--- config.mk ---
export PLATFORM = sky130hd
export DESIGN_NAME = nsfs_ctrl
export DESIGN_NICKNAME = d
export VERILOG_FILES = /design/src/rtl/core/nsfs_pkg.sv /design/src/rtl/core/nsfs_ctrl.sv
export SDC_FILE = /design/constraint.sdc
export NUM_CORES = 1
export LEC_CHECK = 0
export ABC_AREA = 1
export BUFFER_PORTS_ARGS = -buffer_cell sky130_fd_sc_hd__buf_2
export CAP_MARGIN = 15
export CORE_AREA = 2 2 39 41
export DETAILED_ROUTE_END_ITERATION = 6
export DIE_AREA = 0 0 41 43
export GPL_ROUTABILITY_DRIVEN = 0
export SYNTH_ARGS = -nofsm -noshare
export SYNTH_HDL_FRONTEND = slang
export SYNTH_SLANG_ARGS = --single-unit
--- constraint.sdc ---
create_clock -name clk -period 1.1 [get_ports clk]
set_clock_uncertainty 0.05 [all_clocks]
set_input_delay 0.11 -clock clk [delete_from_list [all_inputs] [get_ports clk]]
set_output_delay 0.11 -clock clk [all_outputs]
set_load 0.01 [all_outputs]
--- src/rtl/core/nsfs_pkg.sv ---
// Package for the NMEA sentence field splitter: sizes, character and status
// codes, item and result types, controller state and control structs.
// Depends on nothing; every other file of the block but nsfs_ram imports it.
package nsfs_pkg;

    // Storage sizes
    localparam int LINE_BYTES  = 128;
    localparam int MAX_FIELDS  = 20;
    localparam int FIELD_BYTES = 16;
    localparam int KINDS       = 7;

    localparam int SLOTS      = KINDS * MAX_FIELDS;
    localparam int CHAR_DEPTH = SLOTS * FIELD_BYTES;
    localparam int LINE_AW    = $clog2(LINE_BYTES);
    localparam int POS_W      = $clog2(LINE_BYTES + 1);
    localparam int SLOT_W     = $clog2(SLOTS);
    localparam int CHAR_AW    = $clog2(CHAR_DEPTH);
    localparam int CUR_W      = $clog2(MAX_FIELDS + 1);
    localparam int FCNT_W     = $clog2(FIELD_BYTES + 1);
    localparam int FIDX_W     = $clog2(FIELD_BYTES);
    localparam int META_W     = FIDX_W + 1;

    // Characters
    localparam logic [7:0] CH_DOLLAR = 8'h24;
    localparam logic [7:0] CH_COMMA  = 8'h2C;
    localparam logic [7:0] CH_CR     = 8'h0D;
    localparam logic [7:0] CH_LF     = 8'h0A;

    // Header names, characters 3 to 5
    localparam logic [23:0] HDR_RMC = {8'h52, 8'h4D, 8'h43};
    localparam logic [23:0] HDR_VTG = {8'h56, 8'h54, 8'h47};
    localparam logic [23:0] HDR_GGA = {8'h47, 8'h47, 8'h41};
    localparam logic [23:0] HDR_GSA = {8'h47, 8'h53, 8'h41};
    localparam logic [23:0] HDR_GSV = {8'h47, 8'h53, 8'h56};
    localparam logic [23:0] HDR_GLL = {8'h47, 8'h4C, 8'h4C};

    // Sentence kinds
    localparam logic [2:0] KIND_UNKNOWN = 3'd0;
    localparam logic [2:0] KIND_RMC     = 3'd1;
    localparam logic [2:0] KIND_VTG     = 3'd2;
    localparam logic [2:0] KIND_GGA     = 3'd3;
    localparam logic [2:0] KIND_GSA     = 3'd4;
    localparam logic [2:0] KIND_GSV     = 3'd5;
    localparam logic [2:0] KIND_GLL     = 3'd6;

    // Result status codes
    localparam logic [2:0] ST_BYTE    = 3'd0;
    localparam logic [2:0] ST_STORED  = 3'd1;
    localparam logic [2:0] ST_DISCARD = 3'd2;
    localparam logic [2:0] ST_OK      = 3'd3;
    localparam logic [2:0] ST_NODATA  = 3'd4;
    localparam logic [2:0] ST_OVF     = 3'd5;

    localparam logic REQ_BYTE = 1'b0;
    localparam logic REQ_READ = 1'b1;

    typedef struct packed {
        logic       req_type;
        logic [7:0] rx_byte;
        logic [2:0] sentence_kind;
        logic [4:0] field_number;
        logic [7:0] dest_capacity;
    } item_t;

    typedef struct packed {
        logic [2:0] status;
        logic [2:0] kind_out;
        logic [3:0] field_len;
        logic [7:0] data_byte;
        logic       last;
    } result_t;

    typedef enum logic [3:0] {
        S_IDLE,
        S_BYTE,
        S_SPLIT_RD,
        S_SPLIT_PROC,
        S_SPLIT_FIN,
        S_RD_META,
        S_RD_DEC,
        S_CHR_RD,
        S_CHR_OUT
    } state_t;

    // Controller to datapath
    typedef struct packed {
        logic load;
        logic byte_exec;
        logic split_init;
        logic line_rd;
        logic split_step;
        logic split_fin;
        logic meta_rd;
        logic rd_single;
        logic chr_start;
        logic chr_rd;
        logic chr_emit;
    } cmd_t;

    // Datapath to controller
    typedef struct packed {
        logic line_end;
        logic at_end;
        logic rd_ok;
        logic chr_last;
    } sts_t;

endpackage

--- src/rtl/core/nsfs_ctrl.sv ---
// Controller of the field splitter: sequences byte handling, the split pass
// and field reads. Depends on nsfs_pkg.
module nsfs_ctrl (
    input  logic           clk,
    input  logic           rst_n,
    input  logic           start,
    input  logic           req_type,
    output logic           busy,
    output nsfs_pkg::cmd_t cmd,
    input  nsfs_pkg::sts_t sts
);

    import nsfs_pkg::*;

    state_t state_reg;
    state_t state_next;

    // State register
    always_ff @(posedge clk or negedge rst_n)
    begin
        if (!rst_n)
        begin
            state_reg <= S_IDLE;
        end
        else
        begin
            state_reg <= state_next;
        end
    end

    // Next state and commands
    always_comb
    begin
        state_next = state_reg;
        cmd        = '0;
        case (state_reg)
            S_IDLE:
            begin
                if (start)
                begin
                    cmd.load   = 1'b1;
                    state_next = (req_type == REQ_READ) ? S_RD_META : S_BYTE;
                end
            end
            S_BYTE:
            begin
                if (sts.line_end)
                begin
                    cmd.split_init = 1'b1;
                    state_next     = S_SPLIT_RD;
                end
                else
                begin
                    cmd.byte_exec = 1'b1;
                    state_next    = S_IDLE;
                end
            end
            S_SPLIT_RD:
            begin
                if (sts.at_end)
                begin
                    state_next = S_SPLIT_FIN;
                end
                else
                begin
                    cmd.line_rd = 1'b1;
                    state_next  = S_SPLIT_PROC;
                end
            end
            S_SPLIT_PROC:
            begin
                cmd.split_step = 1'b1;
                state_next     = S_SPLIT_RD;
            end
            S_SPLIT_FIN:
            begin
                cmd.split_fin = 1'b1;
                state_next    = S_IDLE;
            end
            S_RD_META:
            begin
                cmd.meta_rd = 1'b1;
                state_next  = S_RD_DEC;
            end
            S_RD_DEC:
            begin
                if (sts.rd_ok)
                begin
                    cmd.chr_start = 1'b1;
                    state_next    = S_CHR_RD;
                end
                else
                begin
                    cmd.rd_single = 1'b1;
                    state_next    = S_IDLE;
                end
            end
            S_CHR_RD:
            begin
                cmd.chr_rd = 1'b1;
                state_next = S_CHR_OUT;
            end
            S_CHR_OUT:
            begin
                cmd.chr_emit = 1'b1;
                state_next   = sts.chr_last ? S_IDLE : S_CHR_RD;
            end
            default:
            begin
                state_next = S_IDLE;
            end
        endcase
    end

    assign busy = (state_reg != S_IDLE);

endmodule

==> results.toml <==
[run_status]
status = "finished, violations left"
violations = "setup timing"

[worst_setup_path]
worstReg2RegStart = "state_reg[2]"
cp-end-kind = "primary output"
startpoint = "state_reg[1]"
crit_type = "flop to primary output"
crit_fanout = 4
critPathLaunchType = "flop"
cp.arrival_ps = 1220
cp.required_ps = 940

[cts]
tritoncts = "built"
clockBufferDepth = 2
cts_buffers = 3
h-tree-depth = 1
clock_latency_ps = 240
path_clk_slew_ps = 40
clkSinkCount = 4
cts_root_buf = "clkbuf_4"

[hold_path]
holdCritPathClass = "primary input to flop"
hp-start = "start"

[layout]
largest_reg_flops = 4
fin_nets = 93
area_delta_synth_final_pct = 90.76
antenna_cells = 0
drive_gt1_share_pct = 63.86

[power]
cellPowerDensity_nw_per_um2 = 2448
peakVddDrop_mv = 0.9583
p_leak_nw = 0.3492

[sta]
tns_ps = -2770
fin_crit_sh_pct = 125.1
fmax_ghz = 0.7265
period_needed_ps = 1377
rsz0062_at_grt = "true"
worstMarginPinSlew_ps = 204.3
finalHoldViolCount = 0
slew_viol_final = 0
slew_headroom_pct = 86.27
setup_viol = 16
setup_ws_ps = -276.5

[routing]
ant_nets = 0
wirelength_um = 939
post_drt_wl_per_cell_um = 9.485
drc_errors = 0
drt_iter0_drc = 4
vias_per_cell = 4.222
drt_first_pass_iters = 3
vias = 418

[global_route]
grt_max_degree = 6
grt_pass1_wl_um = 1518
grt_pass1_vias = 398
grt_overflow = 0
antenna_found_initial = 0
track_usage_pct = 13.00

[floorplanning]
die-height_um = 43
rows = 14
start_util_pct = 22.51
dieArea_um2 = 1763
core_area_um2 = 1384
ios = 20
die_x_um = 41

[placed_design]
dp_slack_ps = -45.01
io_buffers = 19
dpl.hpwl_um = 680.4

[logic_synthesis]
yosysSeqAreaShare_pct = 32.13
synth_cells = 52
avgSynthCellArea_um2 = 5.991
ys_warn_count = 0
synth_fp_nets = 60
synthDistinctLibCells = 11
synth_seq_cells = 4
syn_area_um2 = 311.5

[job]
drv_cap = 0
==> where the power goes <==
group | leakage [nW] | total (mW) | internal, mW | switching [mW]
Combinational | 0.288 | 0.966 | 0.470 | 0.496
Sequential | 0.0479 | 0.304 | 0.209 | 0.0944
Clock | 0.0138 | 0.185 | 0.122 | 0.0632
Total | 0.349 | 1.46 | 0.801 | 0.654
==> layout make-up <==
| cell class | count | area, um2 |
|---|---|---|
| clock buffers | 3 | 22.52 |
| fillers | 149 | 789.5 |
| inverters | 13 | 48.80 |
| multi-input cells | 35 | 214.0 |
| flip-flops and latches | 4 | 103.9 |
| well taps | 16 | 20.02 |
| repair buffers | 28 | 185.2 |
==> kinds of logic after synthesis <==
| kind of cell | share of synthesized area (%) |
|---|---|
| simple gates | 52.21 |
| flops | 32.13 |
| buf+inv | 15.66 |
==> repair_timing <==
item                                    4_1_cts  5_1_grt
hold buffers                                  1        0
pin swaps                                     1        2
endpoints found under the hold margin         4        0
endpoints found under the setup margin       15       16
setup buffers                                 2        2
gates resized for setup                       8       15
==> routing by layer <==
layer,vias to the layer above,part of all wire [%],track usage (%)
li1,220,-,-
met1,183,42,14.01
met2,13,49,19.69
met3,2,6.1,2.618
met4,0,2.0,12.00
met5,-,0,0
==> Yosys cell counts <==
master    instances  area share, %
nand3b_1          1            2.4
inv_2             1            1.2
nor2_2            4            8.0
and3_2            1            2.4
nand3_1           6            9.6
nor2_1           13             16
dfrtp_1           4             32
inv_1            12             14
nor4_1            1            2.0
nand2_1           6            7.2
nor3_1            3            4.8
==> worst max-delay path, stage by stage (launching register included) <==
cell	delay, ps
dfrtp_2	410
inv_2	60
buf_4	130
nor4_2	210
buf_2	170
==> layout by cell type (no fill, tap or decap), drive strengths merged <==
| cell | n |
|---|---|
| dfrtp | 4 |
| dlygate4sd3 | 1 |
| nor3 | 3 |
| inv | 13 |
| buf | 27 |
| nand3 | 6 |
| and3 | 1 |
| clkbuf | 3 |
| nand2 | 6 |
| nor4 | 1 |
| nand3b | 1 |
| nor2 | 17 |
==> through the flow <==
step           area, um2  hold WS (ps)  total power [mW]  cells  utilization [%]
6_report           594.3         103.0             1.455     99            42.95
2_1_floorplan      320.3        -235.6            0.6855     52                -
3_5_place_dp       465.4        -128.0            0.9537     91            33.63
3_3_place_gp       465.4        -127.7            0.9524     91            33.63
5_1_grt            594.3         124.6             1.593     99            42.95
4_1_cts            533.0         86.39             1.248     97            38.52
==> final timing paths <==
path | end | slack, ps | depth (start not counted)
setup reg to reg | state_reg[3] | -70 | 6
hold reg to reg | state_reg[3] | 580 | 2
hold / removal | state_reg[2] | 100 | 3
setup / recovery | cmd[3] | -280 | 4
min in group asynchronous | state_reg[3] | 160 | 2
max in group asynchronous | state_reg[0] | 700 | 2
No activity file was read; power rests on OpenSTA's default activity.
